**src/hw/rtl/cache_line_replacement_core_assert.svh**
```systemverilog
// Assertion macros for the cache line replacement core
`ifndef CACHE_LINE_REPLACEMENT_CORE_ASSERT_SVH
`define CACHE_LINE_REPLACEMENT_CORE_ASSERT_SVH

// Same-cycle implication under reset
`define CLR_ASSERT_IMP(label, ante, cons, msg) \
  label: assert property (@(posedge clk) disable iff (!rst_n) (ante) |-> (cons)) \
    else $error(msg);

// Next-cycle implication under reset
`define CLR_ASSERT_NXT(label, ante, cons, msg) \
  label: assert property (@(posedge clk) disable iff (!rst_n) (ante) |=> (cons)) \
    else $error(msg);

`endif

```
**src/hw/rtl/clr_pkg.sv**
```systemverilog
// Shared types and constants of the cache line replacement core
package clr_pkg;

  localparam int SIZE_W   = 24;
  localparam int OFF_W    = 32;
  localparam int TYPE_W   = 8;
  localparam int TAG_W    = TYPE_W + OFF_W + SIZE_W;
  localparam int DIV_STEPS = SIZE_W;
  localparam int MAX_RESULTS = 16;

  // result status codes
  localparam logic [2:0] ST_HIT   = 3'd0;
  localparam logic [2:0] ST_MISS  = 3'd1;
  localparam logic [2:0] ST_BIG   = 3'd2;
  localparam logic [2:0] ST_LINES = 3'd3;
  localparam logic [2:0] ST_EMPTY = 3'd4;
  localparam logic [2:0] ST_CLEAR = 3'd5;

  // replacement policy codes (the spare code behaves as fifo)
  localparam logic [1:0] POL_FIFO = 2'd0;
  localparam logic [1:0] POL_LRU  = 2'd1;
  localparam logic [1:0] POL_LFU  = 2'd2;

  // configuration register indexes
  localparam logic [1:0] CFG_POLICY = 2'd0;
  localparam logic [1:0] CFG_LCOUNT = 2'd1;
  localparam logic [1:0] CFG_LSIZE  = 2'd2;
  localparam logic [1:0] CFG_TOTAL  = 2'd3;

  typedef struct packed {
    logic              start;
    logic [SIZE_W-1:0] dividend;
    logic [SIZE_W-1:0] divisor;
  } div_req_t;

  typedef struct packed {
    logic              done;
    logic [SIZE_W-1:0] quot;
    logic [SIZE_W-1:0] rem;
  } div_res_t;

endpackage

```
**src/hw/rtl/clr_div.sv**
```systemverilog
// Restoring radix-2 divider, one quotient bit per cycle
module clr_div (
  input  logic             clk,
  input  logic             rst_n,
  input  clr_pkg::div_req_t req,
  output clr_pkg::div_res_t res
);

  logic                       busy_r;
  logic                       done_r;
  logic [4:0]                 cnt_r;
  logic [clr_pkg::SIZE_W-1:0] q_r;
  logic [clr_pkg::SIZE_W-1:0] r_r;
  logic [clr_pkg::SIZE_W-1:0] d_r;
  logic [clr_pkg::SIZE_W:0]   trial;
  logic [clr_pkg::SIZE_W:0]   diff;
  logic                       ge;

  // trial subtract of the shifted partial remainder
  assign trial = {r_r, q_r[clr_pkg::SIZE_W-1]};
  assign diff  = trial - {1'b0, d_r};
  assign ge    = trial >= {1'b0, d_r};

  // control
  always_ff @(posedge clk) begin
    if (!rst_n) begin
      busy_r <= 1'b0;
      done_r <= 1'b0;
      cnt_r  <= '0;
    end else begin
      done_r <= 1'b0;
      if (req.start) begin
        busy_r <= 1'b1;
        cnt_r  <= '0;
      end else if (busy_r) begin
        cnt_r <= cnt_r + 5'd1;
        if (cnt_r == 5'(clr_pkg::DIV_STEPS - 1)) begin
          busy_r <= 1'b0;
          done_r <= 1'b1;
        end
      end
    end
  end

  // datapath
  always_ff @(posedge clk) begin
    if (req.start) begin
      q_r <= req.dividend;
      r_r <= '0;
      d_r <= req.divisor;
    end else if (busy_r) begin
      r_r <= ge ? diff[clr_pkg::SIZE_W-1:0] : trial[clr_pkg::SIZE_W-1:0];
      q_r <= {q_r[clr_pkg::SIZE_W-2:0], ge};
    end
  end

  assign res.done = done_r;
  assign res.quot = q_r;
  assign res.rem  = r_r;

endmodule

```
**src/hw/rtl/cache_line_replacement_core.sv**
```systemverilog
// Cache line replacement core: request sequencer, line table and victim search.
// A clear or a size error goes straight to the output; other errors follow the
// division and chunk count check. A load then, per chunk, scans the lines in use
// for a tag match, fills the victim line on a miss and, with LRU/LFU, scans them
// again for the next victim, reading the line table one line per cycle. One request
// is in flight at a time. Reset (rst_n low, synchronous) empties the table and
// loads the register defaults.
module cache_line_replacement_core #(
  parameter int NUM_LINES    = 16,
  parameter int COUNTER_BITS = 32
) (
  input  logic        clk,
  input  logic        rst_n,
  input  logic        cfg_we,
  input  logic [1:0]  cfg_idx,
  input  logic [23:0] cfg_data,
  input  logic        in_valid,
  output logic        in_stall,
  input  logic        in_opcode,
  input  logic [7:0]  in_req_type,
  input  logic [31:0] in_req_offset,
  input  logic [23:0] in_req_size,
  output logic        out_valid,
  input  logic        out_stall,
  output logic [2:0]  out_status,
  output logic [3:0]  out_line,
  output logic [31:0] out_chunk_offset,
  output logic [23:0] out_chunk_size,
  output logic        out_last
);

  `include "cache_line_replacement_core_assert.svh"

  localparam int IW  = (NUM_LINES > 1) ? $clog2(NUM_LINES) : 1;
  localparam int LCW = $clog2(NUM_LINES + 1);
  localparam int CW  = COUNTER_BITS;

  localparam logic [2:0] S_IDLE  = 3'd0;
  localparam logic [2:0] S_DIV   = 3'd1;
  localparam logic [2:0] S_SCAN1 = 3'd2;
  localparam logic [2:0] S_FILL  = 3'd3;
  localparam logic [2:0] S_SCAN2 = 3'd4;
  localparam logic [2:0] S_EMIT  = 3'd5;

  // configuration
  logic [1:0]  policy_r, policy_nxt;
  logic [4:0]  lcount_r, lcount_nxt;
  logic [23:0] lsize_r, lsize_nxt;
  logic [23:0] total_r, total_nxt;

  // sequencer
  logic [2:0]      state_r, state_nxt;
  logic [LCW-1:0]  sc_r, sc_nxt;
  logic            pv_r, pv_nxt;
  logic [IW-1:0]   pidx_r, pidx_nxt;
  logic            hit_r, hit_nxt;
  logic [IW-1:0]   ln_r, ln_nxt;
  logic [IW-1:0]   vp_r, vp_nxt;
  logic [IW-1:0]   best_r, best_nxt;
  logic [CW-1:0]   bcnt_r, bcnt_nxt;
  logic [4:0]      ci_r, ci_nxt;
  logic [4:0]      need_r, need_nxt;
  logic [7:0]      typ_r, typ_nxt;
  logic [31:0]     coff_r, coff_nxt;
  logic [23:0]     csz_r, csz_nxt;
  logic [23:0]     lastsz_r, lastsz_nxt;
  logic [23:0]     ls_r, ls_nxt;
  logic            em_chunk_r, em_chunk_nxt;
  logic [2:0]      em_st_r, em_st_nxt;
  logic [NUM_LINES-1:0] lvalid_r, lvalid_nxt;
  logic [NUM_LINES-1:0] cnt_ok_r, cnt_ok_nxt;

  // output register
  logic        out_valid_r, out_valid_nxt;
  logic [2:0]  out_status_r, out_status_nxt;
  logic [3:0]  out_line_r, out_line_nxt;
  logic [31:0] out_coff_r, out_coff_nxt;
  logic [23:0] out_csz_r, out_csz_nxt;
  logic        out_last_r, out_last_nxt;

  // line table memories and read stage
  logic [clr_pkg::TAG_W-1:0] tag_mem [NUM_LINES];
  logic [CW-1:0]             cnt_mem [NUM_LINES];
  logic [clr_pkg::TAG_W-1:0] tag_q;
  logic [CW-1:0]             cnt_q;
  logic                      lv_q;
  logic                      ok_q;
  logic [IW-1:0]             rd_addr;

  logic                      tag_we;
  logic [IW-1:0]             tag_wa;
  logic                      cnt_we;
  logic [IW-1:0]             cnt_wa;
  logic [CW-1:0]             cnt_wd;

  clr_pkg::div_req_t div_req;
  clr_pkg::div_res_t div_res;

  logic [LCW-1:0] lc;
  logic [23:0]    ls_eff;
  logic [24:0]    need_w;
  logic [CW-1:0]  cur_cnt;
  logic [CW-1:0]  cur_inc;
  logic           match;
  logic           lru_or_lfu;
  logic           in_take;
  logic           out_free;
  logic           do_clear;
  logic           chunk_last;
  logic [IW-1:0]  vpe;

  clr_div u_div (
    .clk   (clk),
    .rst_n (rst_n),
    .req   (div_req),
    .res   (div_res)
  );

  // effective line count and line size
  always_comb begin
    if (lcount_r == 5'd0) begin
      lc = LCW'(1);
    end else if (lcount_r > NUM_LINES) begin
      lc = LCW'(NUM_LINES);
    end else begin
      lc = LCW'(lcount_r);
    end
  end

  assign ls_eff     = (lsize_r == 24'd0) ? 24'd1 : lsize_r;
  assign need_w     = {1'b0, div_res.quot} + 25'(div_res.rem != '0);
  assign cur_cnt    = ok_q ? cnt_q : '0;
  assign cur_inc    = (&cur_cnt) ? cur_cnt : cur_cnt + 1'b1;
  assign match      = lv_q && (tag_q == {typ_r, coff_r, csz_r});
  assign lru_or_lfu = (policy_r == clr_pkg::POL_LRU) || (policy_r == clr_pkg::POL_LFU);
  assign in_stall   = (state_r != S_IDLE);
  assign in_take    = in_valid && !in_stall;
  assign out_free   = !out_valid_r || !out_stall;
  assign chunk_last = (ci_r + 5'd1) == need_r;
  assign vpe        = (LCW'(vp_r) < lc) ? vp_r : '0;
  assign rd_addr    = sc_r[IW-1:0];
  assign do_clear   = (in_take && in_opcode) || (cfg_we && cfg_idx != clr_pkg::CFG_TOTAL);

  // sequencer next state
  always_comb begin
    policy_nxt   = policy_r;
    lcount_nxt   = lcount_r;
    lsize_nxt    = lsize_r;
    total_nxt    = total_r;
    state_nxt    = state_r;
    sc_nxt       = sc_r;
    pv_nxt       = pv_r;
    pidx_nxt     = pidx_r;
    hit_nxt      = hit_r;
    ln_nxt       = ln_r;
    vp_nxt       = vp_r;
    best_nxt     = best_r;
    bcnt_nxt     = bcnt_r;
    ci_nxt       = ci_r;
    need_nxt     = need_r;
    typ_nxt      = typ_r;
    coff_nxt     = coff_r;
    csz_nxt      = csz_r;
    lastsz_nxt   = lastsz_r;
    ls_nxt       = ls_r;
    em_chunk_nxt = em_chunk_r;
    em_st_nxt    = em_st_r;
    lvalid_nxt   = lvalid_r;
    cnt_ok_nxt   = cnt_ok_r;
    out_valid_nxt  = out_valid_r && out_stall;
    out_status_nxt = out_status_r;
    out_line_nxt   = out_line_r;
    out_coff_nxt   = out_coff_r;
    out_csz_nxt    = out_csz_r;
    out_last_nxt   = out_last_r;
    tag_we  = 1'b0;
    tag_wa  = vpe;
    cnt_we  = 1'b0;
    cnt_wa  = pidx_r;
    cnt_wd  = '0;
    div_req = '0;

    // scan pointer advances one line a cycle in both passes
    if (state_r == S_SCAN1 || state_r == S_SCAN2) begin
      if (sc_r < lc) begin
        pv_nxt   = 1'b1;
        pidx_nxt = sc_r[IW-1:0];
        sc_nxt   = sc_r + 1'b1;
      end else begin
        pv_nxt = 1'b0;
      end
    end

    case (state_r)
      S_IDLE: begin
        if (in_take) begin
          if (in_opcode) begin
            em_chunk_nxt = 1'b0;
            em_st_nxt    = clr_pkg::ST_CLEAR;
            state_nxt    = S_EMIT;
          end else if (in_req_size > total_r) begin
            em_chunk_nxt = 1'b0;
            em_st_nxt    = clr_pkg::ST_BIG;
            state_nxt    = S_EMIT;
          end else begin
            typ_nxt  = in_req_type;
            coff_nxt = in_req_offset;
            ls_nxt   = ls_eff;
            div_req.start    = 1'b1;
            div_req.dividend = in_req_size;
            div_req.divisor  = ls_eff;
            state_nxt = S_DIV;
          end
        end
      end
      S_DIV: begin
        // check the chunk count, then set up the first chunk
        if (div_res.done) begin
          if (need_w > lc || need_w > clr_pkg::MAX_RESULTS) begin
            em_chunk_nxt = 1'b0;
            em_st_nxt    = clr_pkg::ST_LINES;
            state_nxt    = S_EMIT;
          end else if (need_w == 25'd0) begin
            em_chunk_nxt = 1'b0;
            em_st_nxt    = clr_pkg::ST_EMPTY;
            state_nxt    = S_EMIT;
          end else begin
            need_nxt     = need_w[4:0];
            lastsz_nxt   = (div_res.rem != '0) ? div_res.rem : ls_r;
            csz_nxt      = (need_w == 25'd1) ?
                           ((div_res.rem != '0) ? div_res.rem : ls_r) : ls_r;
            ci_nxt       = '0;
            em_chunk_nxt = 1'b1;
            hit_nxt      = 1'b0;
            sc_nxt       = '0;
            pv_nxt       = 1'b0;
            state_nxt    = S_SCAN1;
          end
        end
      end
      S_SCAN1: begin
        // tag compare and counter update of one line
        if (pv_r) begin
          if (match && !hit_r) begin
            hit_nxt = 1'b1;
            ln_nxt  = pidx_r;
          end
          if (policy_r == clr_pkg::POL_LRU) begin
            cnt_we = 1'b1;
            cnt_wd = match ? '0 : cur_inc;
          end else if (policy_r == clr_pkg::POL_LFU && match) begin
            cnt_we = 1'b1;
            cnt_wd = cur_inc;
          end
        end
        if (sc_r == lc && !pv_r) begin
          sc_nxt = '0;
          if (!hit_r) begin
            state_nxt = S_FILL;
          end else if (lru_or_lfu) begin
            state_nxt = S_SCAN2;
          end else begin
            state_nxt = S_EMIT;
          end
        end
      end
      S_FILL: begin
        // fill the victim line
        lvalid_nxt[vpe] = 1'b1;
        tag_we = 1'b1;
        ln_nxt = vpe;
        cnt_wa = vpe;
        if (policy_r == clr_pkg::POL_LRU) begin
          cnt_we = 1'b1;
          cnt_wd = '0;
        end else if (policy_r == clr_pkg::POL_LFU) begin
          cnt_we = 1'b1;
          cnt_wd = CW'(1);
        end
        if (lru_or_lfu) begin
          state_nxt = S_SCAN2;
        end else begin
          vp_nxt    = ((LCW'(vpe) + 1'b1) == lc) ? '0 : IW'(LCW'(vpe) + 1'b1);
          state_nxt = S_EMIT;
        end
      end
      S_SCAN2: begin
        // first oldest or least used line
        if (pv_r) begin
          if (pidx_r == '0 ||
              (policy_r == clr_pkg::POL_LRU ? cur_cnt > bcnt_r : cur_cnt < bcnt_r)) begin
            best_nxt = pidx_r;
            bcnt_nxt = cur_cnt;
          end
        end
        if (sc_r == lc && !pv_r) begin
          vp_nxt    = best_r;
          state_nxt = S_EMIT;
        end
      end
      S_EMIT: begin
        // hand the beat to the output register, then advance
        if (out_free) begin
          out_valid_nxt = 1'b1;
          if (em_chunk_r) begin
            out_status_nxt = hit_r ? clr_pkg::ST_HIT : clr_pkg::ST_MISS;
            out_line_nxt   = 4'(ln_r);
            out_coff_nxt   = coff_r;
            out_csz_nxt    = csz_r;
            out_last_nxt   = chunk_last;
          end else begin
            out_status_nxt = em_st_r;
            out_line_nxt   = '0;
            out_coff_nxt   = '0;
            out_csz_nxt    = '0;
            out_last_nxt   = 1'b1;
          end
          if (!em_chunk_r || chunk_last) begin
            state_nxt = S_IDLE;
          end else begin
            ci_nxt    = ci_r + 5'd1;
            coff_nxt  = coff_r + {8'd0, ls_r};
            csz_nxt   = ((ci_r + 5'd2) == need_r) ? lastsz_r : ls_r;
            hit_nxt   = 1'b0;
            sc_nxt    = '0;
            pv_nxt    = 1'b0;
            state_nxt = S_SCAN1;
          end
        end
      end
      default: begin
        state_nxt = S_IDLE;
      end
    endcase

    // configuration writes
    if (cfg_we) begin
      case (cfg_idx)
        clr_pkg::CFG_POLICY: policy_nxt = cfg_data[1:0];
        clr_pkg::CFG_LCOUNT: lcount_nxt = cfg_data[4:0];
        clr_pkg::CFG_LSIZE:  lsize_nxt  = cfg_data;
        clr_pkg::CFG_TOTAL:  total_nxt  = cfg_data;
        default: ;
      endcase
    end

    if (cnt_we) begin
      cnt_ok_nxt[cnt_wa] = 1'b1;
    end

    // drop all lines and counters
    if (do_clear) begin
      lvalid_nxt = '0;
      cnt_ok_nxt = '0;
      vp_nxt     = '0;
    end
  end

  // control registers
  always_ff @(posedge clk) begin
    if (!rst_n) begin
      policy_r    <= clr_pkg::POL_FIFO;
      lcount_r    <= 5'd16;
      lsize_r     <= 24'd256;
      total_r     <= 24'd4096;
      state_r     <= S_IDLE;
      pv_r        <= 1'b0;
      vp_r        <= '0;
      lvalid_r    <= '0;
      cnt_ok_r    <= '0;
      out_valid_r <= 1'b0;
    end else begin
      policy_r    <= policy_nxt;
      lcount_r    <= lcount_nxt;
      lsize_r     <= lsize_nxt;
      total_r     <= total_nxt;
      state_r     <= state_nxt;
      pv_r        <= pv_nxt;
      vp_r        <= vp_nxt;
      lvalid_r    <= lvalid_nxt;
      cnt_ok_r    <= cnt_ok_nxt;
      out_valid_r <= out_valid_nxt;
    end
  end

  // payload registers
  always_ff @(posedge clk) begin
    sc_r         <= sc_nxt;
    pidx_r       <= pidx_nxt;
    hit_r        <= hit_nxt;
    ln_r         <= ln_nxt;
    best_r       <= best_nxt;
    bcnt_r       <= bcnt_nxt;
    ci_r         <= ci_nxt;
    need_r       <= need_nxt;
    typ_r        <= typ_nxt;
    coff_r       <= coff_nxt;
    csz_r        <= csz_nxt;
    lastsz_r     <= lastsz_nxt;
    ls_r         <= ls_nxt;
    em_chunk_r   <= em_chunk_nxt;
    em_st_r      <= em_st_nxt;
    out_status_r <= out_status_nxt;
    out_line_r   <= out_line_nxt;
    out_coff_r   <= out_coff_nxt;
    out_csz_r    <= out_csz_nxt;
    out_last_r   <= out_last_nxt;
  end

  // line table: one write, one registered read per memory
  always_ff @(posedge clk) begin
    if (tag_we) begin
      tag_mem[tag_wa] <= {typ_r, coff_r, csz_r};
    end
    if (cnt_we) begin
      cnt_mem[cnt_wa] <= cnt_wd;
    end
    tag_q <= tag_mem[rd_addr];
    cnt_q <= cnt_mem[rd_addr];
    lv_q  <= lvalid_r[rd_addr];
    ok_q  <= cnt_ok_r[rd_addr];
  end

  assign out_valid        = out_valid_r;
  assign out_status       = out_status_r;
  assign out_line         = out_line_r;
  assign out_chunk_offset = out_coff_r;
  assign out_chunk_size   = out_csz_r;
  assign out_last         = out_last_r;

  `CLR_ASSERT_IMP(a_scan_idx, pv_r, LCW'(pidx_r) < lc, "scan index beyond lines in use")
  `CLR_ASSERT_IMP(a_chunk_cnt, state_r == S_SCAN1, need_r != '0 && ci_r < need_r, "bad chunk")
  `CLR_ASSERT_NXT(a_fill_next, state_r == S_FILL, state_r == S_SCAN2 || state_r == S_EMIT, "fill")

endmodule
```
**config.mk**
```make
export PLATFORM = sky130hd
export DESIGN_NAME = cache_line_replacement_core
export DESIGN_NICKNAME = d
export VERILOG_FILES = /design/src/hw/rtl/clr_pkg.sv /design/src/hw/rtl/clr_div.sv /design/src/hw/rtl/cache_line_replacement_core.sv
export VERILOG_INCLUDE_DIRS = /design/src /design/src/hw/rtl
export SDC_FILE = /design/constraint.sdc
export NUM_CORES = 2
export LEC_CHECK = 0
export BUFFER_PORTS_ARGS = -buffer_cell sky130_fd_sc_hd__buf_2
export CAP_MARGIN = 10
export CORE_ASPECT_RATIO = 0.7
export CORE_MARGIN = 1
export CORE_UTILIZATION = 60
export CTS_BUF_LIST = sky130_fd_sc_hd__clkbuf_4 sky130_fd_sc_hd__clkbuf_8
export DETAILED_ROUTE_END_ITERATION = 6
export PLACE_DENSITY = 0.86
export SKIP_LAST_GASP = 1
export SLEW_MARGIN = 20
export SYNTH_ARGS = -nofsm -noshare
export SYNTH_HDL_FRONTEND = slang
export SYNTH_HIERARCHICAL = 1
export SYNTH_SLANG_ARGS = --single-unit
export TNS_END_PERCENT = 50
```
**constraint.sdc**
```tcl
create_clock -name clk -period 13.38 [get_ports clk]
set_input_delay 0.669 -clock clk [delete_from_list [all_inputs] [get_ports clk]]
set_output_delay 0.669 -clock clk [all_outputs]
set_load 0.01 [all_outputs]
```
== After elaboration in Yosys (flattened, before gate mapping) ==
Memory sizes are Yosys's and may differ from the RTL's. A register that Yosys moved wholly into a read port is not among the register bits.
Cells that the tools add are included.

* $add $sub $neg: 9
* $lt $le $gt $ge: 14
* Eq/ne operators: 33
* Muxes and demuxes: 129
* Bitwise operators: 10
* Reduce and logical (&&, ||, !) cells: 60

{| class="wikitable"
|+ Operators by type and width
! operator !! count
|-
| $mux 32 || 11
|-
| $mux 24 || 12
|-
| $mux 49 || 4
|-
| $pmux 32 s2 || 2
|-
| $mux 5 || 15
|-
| $eq 64x64->1 || 1
|-
| $mux 3 || 17
|-
| $pmux 24 s2 || 1
|-
| $mux 1 || 45
|-
| $add 32x1->32 const B || 1
|-
| $add 32x24->32 || 1
|-
| $gt 32x32->1 || 1
|-
| $lt 32x32->1 || 1
|-
| $or 16x16->16 || 2
|-
| $reduce_and 32->1 || 1
|-
| $mux 4 || 7
|-
| $add 24x1->25 || 1
|-
| $eq 25x1->1 const B || 1
|-
| $ge 25x24->1 || 1
|-
| $gt 25x5->1 || 1
|-
| $gt 25x5->1 const B || 1
|-
| $logic_not 25->1 || 1
|-
| $gt 24x24->1 || 1
|-
| $logic_not 24->1 || 1
|-
| other kinds (49) || 125
|}

* Register bits after elaboration: 417
* RAM bits: 1,536
* Input port bits: 96
* Output and inout bits: 66
* Word-level logic and storage cells: 295
* Memories kept: 2

{| class="wikitable"
|+ Memory list
! memory !! depth !! width !! read ports !! clocked after memory_dff !! write ports !! RTL line !! text
|-
| tag_mem || 16 || 64 || 1 || 1 || 1 || cache_line_replacement_core.sv:82 || <nowiki>logic [clr_pkg::TAG_W-1:0] tag_mem [NUM_LINES];</nowiki>
|-
| cnt_mem || 16 || 32 || 1 || 1 || 1 || cache_line_replacement_core.sv:83 || <nowiki>logic [CW-1:0] cnt_mem [NUM_LINES];</nowiki>
|}

== Depth between registers and ports, before layout ==
* Depth in word-level cells: 11
* Mapped depth: 18
* Gate-level depth less buffers: 16

== By module ==
The synthesis kept the hierarchy.

{| class="wikitable"
|+ By module, submodules not included
! module !! times used !! cells each !! area an instance (um^2) !! seq. area each (um^2)
|-
| cache_line_replacement_core || 1 || 4,134 || 78,611.6 || 57,164.8
|-
| clr_div || 1 || 457 || 4,636.9 || 2,062.0
|}

== Worst setup path before layout ==
OpenSTA, ideal clock, no wires.

* Kind: reg2reg
* From: register lcount_r[4]
* To: memory cnt_mem[6][0] (netlist name) (enable)
* Setup time: 0.517 ns
* Data arrival time: 5.416 ns
* Data required time: 12.863 ns
* Setup slack: 7.448 ns
* Stages on the path, launching flop included: 12
* Buffers on the path: 1
* Period minus slack after synthesis: 5.932 ns
* Cells stage by stage: dfxtp_1 -> clkinv_1 -> nand2_1 -> ha_1 -> o2111a_1 -> a21oi_1 -> buf_2 -> nand3_1 -> and2_1 -> inv_1 -> nand2_1 -> nor4b_1

* Cells in the longest elaborated chain, start to end: 6
* Elaborated cells on any way between the ends: 7
* Those cells by class: order compare (2); mux (4); reduce/logical (1)

{| class="wikitable"
|+ RTL lines
! item !! RTL line !! text
|-
| start, declared || cache_line_replacement_core.sv:47 || <nowiki>logic [4:0] lcount_r, lcount_nxt;</nowiki>
|-
| start signal, assigned || cache_line_replacement_core.sv:374 || <nowiki>lcount_r <= lcount_nxt;</nowiki>
|-
| $gt 5x5->1 || cache_line_replacement_core.sv:123 || <nowiki>end else if (lcount_r > NUM_LINES) begin</nowiki>
|-
| $mux 5 || cache_line_replacement_core.sv:123 ||
|-
| $mux 5 (*) || cache_line_replacement_core.sv:121 || <nowiki>if (lcount_r == 5'd0) begin</nowiki>
|-
| $lt 4x5->1 (*) || cache_line_replacement_core.sv:140 || <nowiki>assign vpe = (LCW'(vp_r) < lc) ? vp_r : '0;</nowiki>
|-
| $mux 4 (*) || cache_line_replacement_core.sv:140 ||
|-
| $mux 4 (*) || cache_line_replacement_core.sv:194 || <nowiki>case (state_r)</nowiki>
|-
| net cnt_wa[2] || cache_line_replacement_core.sv:93 || <nowiki>logic [IW-1:0] cnt_wa;</nowiki>
|-
| end, declared || cache_line_replacement_core.sv:83 ||
|}

Mark *: on every way through the listed nets, which the timed path passes. The rest lies on a longest branch.

== Worst setup path after layout ==
* From: register lcount_r[4]
* To: memory cnt_mem[7][5] (netlist name) (enable)

* Cells in the longest elaborated chain, start to end: 6
* Elaborated cells on any way between the ends: 7
* Those cells by class: order compare (2); mux (4); reduce/logical (1)

{| class="wikitable"
|+ RTL lines
! item !! RTL line
|-
| $gt 5x5->1 || cache_line_replacement_core.sv:123
|-
| $mux 5 || cache_line_replacement_core.sv:123
|-
| $mux 5 (*) || cache_line_replacement_core.sv:121
|-
| $lt 4x5->1 (*) || cache_line_replacement_core.sv:140
|-
| $mux 4 (*) || cache_line_replacement_core.sv:140
|-
| $mux 4 (*) || cache_line_replacement_core.sv:194
|}

Every way passes the cells marked *; elsewhere a longest branch is shown, timed or not.

==> impl_metrics.ini <==
[sta]
rsz0062_at_grt = false
skew_ns = 0.107
relSlewSlack_pct = 18.4
tightest_slew_ns = 1.22
setup_violations = 0
period_needed_ns = 5.55
period_share_pct = 41.5
setup-tns-final_ns = 0
fmax_mhz = 180
hold_viol = 0
maxSlewViolCount = 0

[critical_path]
cp_top_family = compound AO/OA/AOI/OAI gates
cp_slowest_cell = o21ai_1
crit_top_cell = nand2_1
rr_endpoint = cnt_mem[7][5]$_DFFE_PP_
cp-start-kind = register
cp.arrival_ns = 6.13
r2r_slack_ns = 7.83
path_cells = clkinv_1 > nand2_1 > ha_1 > o2111a_1 > a21oi_1 > nand2_1 > o21ai_1 > nand2_1 > nor3_2 > buf_4
cp_max_fo = 25
cp_num_buf_inv = 2
crit_type = reg2reg
reg2regPathDepth = 10
reg2reg_from = lcount_r[4]$_SDFFE_PN1P_
worstPathRequired_ns = 13.96
worstSetupEndpointType = register
cpPeakStageDelay_ns = 0.92

[floorplan]
io_pins = 162
die-width_um = 447
core_um2 = 137000
dieHeight_um = 314
die_area_um2 = 140000
start_util_pct = 60.9
num_rows = 113

[min_path]
hold_start = in_req_offset[19]
hold_class = in2reg
hold_depth = 3
min_to = coff_r[19]$_DFFE_PP_

[status]
status = finished, final reports clean

[final_layout]
fin_cells = 7057
area_delta_synth_final_pct = 11.9
utilization_pct = 68.1
nets = 5217
fill_cells = 7960
layout-drive-gt1-share_pct = 26.1

[global_routing]
grt_util_all_layers_pct = 31.4
grt_overflow_total = 0
grt_start_max_net_pins = 115
antenna_found_initial = 16
grt_pass1_wl_um = 318000
first_global_vias = 48300

[detailed_routing]
via_per_inst = 6.78
drtIter0Drc = 7270
drtPass1Iterations = 6
vias = 47900
drt-total-wl_um = 219000
wl_per_cell_um = 31.0
ant_nets = 0
drc = 0

[cts]
clk_latency_ns = 1.05
clk_path_buf_depth = 4
clkSlewWorstSetupHoldPaths_ns = 0.08
cts.repair.resized = 0
cts_max_level = 5
cts_root_buffer = clkbuf_8
cts.sinks = 2049
cts_tree = done
cts_made_buffers = 306

[logic_synthesis]
yosysSeqAreaShare_pct = 71.1
yosys_warnings = 6
ys_types = 91
synthCells = 4591
async_reset_ff_share_pct = 0
synth_top_area_cell = edfxtp_1
ys_seq_elements = 2049
ys_top_cells_by_count = edfxtp_1, mux4_2, nand2_1, dfxtp_1, clkbuf_1
synth.area.top_cells = edfxtp_1, mux4_2, dfxtp_1, ha_1, and2_1
synth_ff_type = edfxtp_1
yosysMostFrequentCell = edfxtp_1
synth_edf_count = 1819
yosysTopAreaCellShare_pct = 65.6
syn-cell-area_um2 = 83200
synth_nets = 4819
synth_area_per_cell_um2 = 18.1

[place]
dp_hpwl_um = 126000
place_congestion = 0.913
port_buffers = 161
dp_cells = 6474

[power_and_ir_drop]
powerDensity_nw_per_um2 = 181
peakVddDrop_v = 0.000180
leakage_nw = 29.9

[flow_run]
maxCapViolCount = 0
## per-stage QoR
step	instance area (um2)	setup WS, ns	hold slack [ns]	power, mW
global route	93200	7.51	0.0339	17.4
floorplan	83200	7.45	0.435	10.5
detailed placement	86500	7.99	0.448	11.7
CTS	93200	7.96	0.00577	16.9
finish	93200	7.83	0.0629	16.9
global placement	86500	8.13	0.440	11.6
## flip-flops by register name (all words and copies together) (netlist names), 24 cells and up
signal	flops
out_chunk_offset	32
bcnt_r	32
tag_q	64
lastsz_r	24
u_div/q_r	24
cnt_mem	512
cnt_q	32
ls_r	24
csz_r	24
coff_r	32
u_div/r_r	24
u_div/d_r	24
total_r	24
lsize_r	24
tag_mem	1024
out_chunk_size	24
## kinds of logic after synthesis
family | share of synthesized area, %
AO/OA/AOI/OAI | 4.49
flip-flops | 71.1
buffers and inverters | 1.69
XOR/XNOR | 1.65
multiplexers | 13.8
adder cells (fa/ha/maj) | 2.00
AND/OR/NAND/NOR | 5.23
## repair_timing
action                                  CTS  global route
hold endpoints to repair                 70             0
buffers inserted                          0             0
endpoints found under the setup margin    0             0
hold buffers                             47             0
## placed cells by master (no fill, tap or decap), types with 23 or more instances in the layout
cell type | synthesis | final
a21o_1 | 81 | 81
a21oi_1 | 75 | 72
nand2_1 | 241 | 240
xnor2_1 | 103 | 103
a22o_1 | 23 | 23
nor4_1 | 34 | 26
nand3_1 | 67 | 67
and3_1 | 28 | 24
clkbuf_4 | 0 | 107
and2_1 | 160 | 148
xor2_1 | 54 | 54
clkbuf_8 | 0 | 339
nor3_1 | 42 | 35
o21ai_0 | 85 | 84
inv_1 | 131 | 131
clkinv_2 | 0 | 27
mux2_2 | 28 | 28
ha_1 | 130 | 130
a21boi_0 | 51 | 51
buf_2 | 4 | 161
dlygate4sd3_1 | 0 | 47
nand4_1 | 49 | 49
o21a_1 | 48 | 47
mux4_2 | 490 | 490
nor2_1 | 114 | 109
buf_4 | 1 | 100
edfxtp_1 | 1819 | 1819
dfxtp_1 | 230 | 226
nor2b_1 | 23 | 23
clkinv_1 | 3 | 38
## worst max-delay path by stage
stage	from	endpoint	slack (ns)	depth (start not counted)
3_3_place_gp	u_div/r_r[0]$_SDFFE_PP0P_	csz_r[18]$_DFFE_PP_	8.13	13
4_1_cts	lcount_r[4]$_SDFFE_PN1P_	cnt_mem[7][5]$_DFFE_PP_	7.96	10
3_5_place_dp	lcount_r[4]$_SDFFE_PN1P_	cnt_mem[7][2]$_DFFE_PP_	7.99	10
2_1_floorplan	lcount_r[4]$_SDFFE_PN1P_	cnt_mem[6][0]$_DFFE_PP_	7.45	11
6_report	lcount_r[4]$_SDFFE_PN1P_	cnt_mem[7][5]$_DFFE_PP_	7.83	10
5_1_grt	lcount_r[4]$_SDFFE_PN1P_	cnt_mem[7][5]$_DFFE_PP_	7.51	10
## routing by layer
layer  wire (um)  track usage (%)  vias up
li1            -                -    19200
met1       77100             43.7    23900
met2       99400             46.8     4098
met3       32100             9.25      712
met4        9910             13.8       14
met5         234                0        -
## cell type report
type                    count  area (um2)  area share (%)
flip-flops and latches   2049       59200            63.6
clock inverters            87         701           0.752
clock buffers             446        5470            5.87
repair buffers            312        2110            2.26
inverters                 134         503           0.540
diodes                      3        7.51         0.00806
multi-input cells        2186       22800            24.5
well taps                1840        2300            2.47
## tightest hold or removal path: stages
cell	delay, ns
buf_2	0.09
nand2_1	0.07
o21ai_0	0.10
## power by group
group	total (mW)	switching [mW]	leakage (nW)	internal (mW)
Sequential	7.87	0.451	17.3	7.42
Combinational	3.82	2.11	9.40	1.71
Clock	5.22	2.39	3.28	2.82
Note: power is estimated with default switching activity, not from simulation.
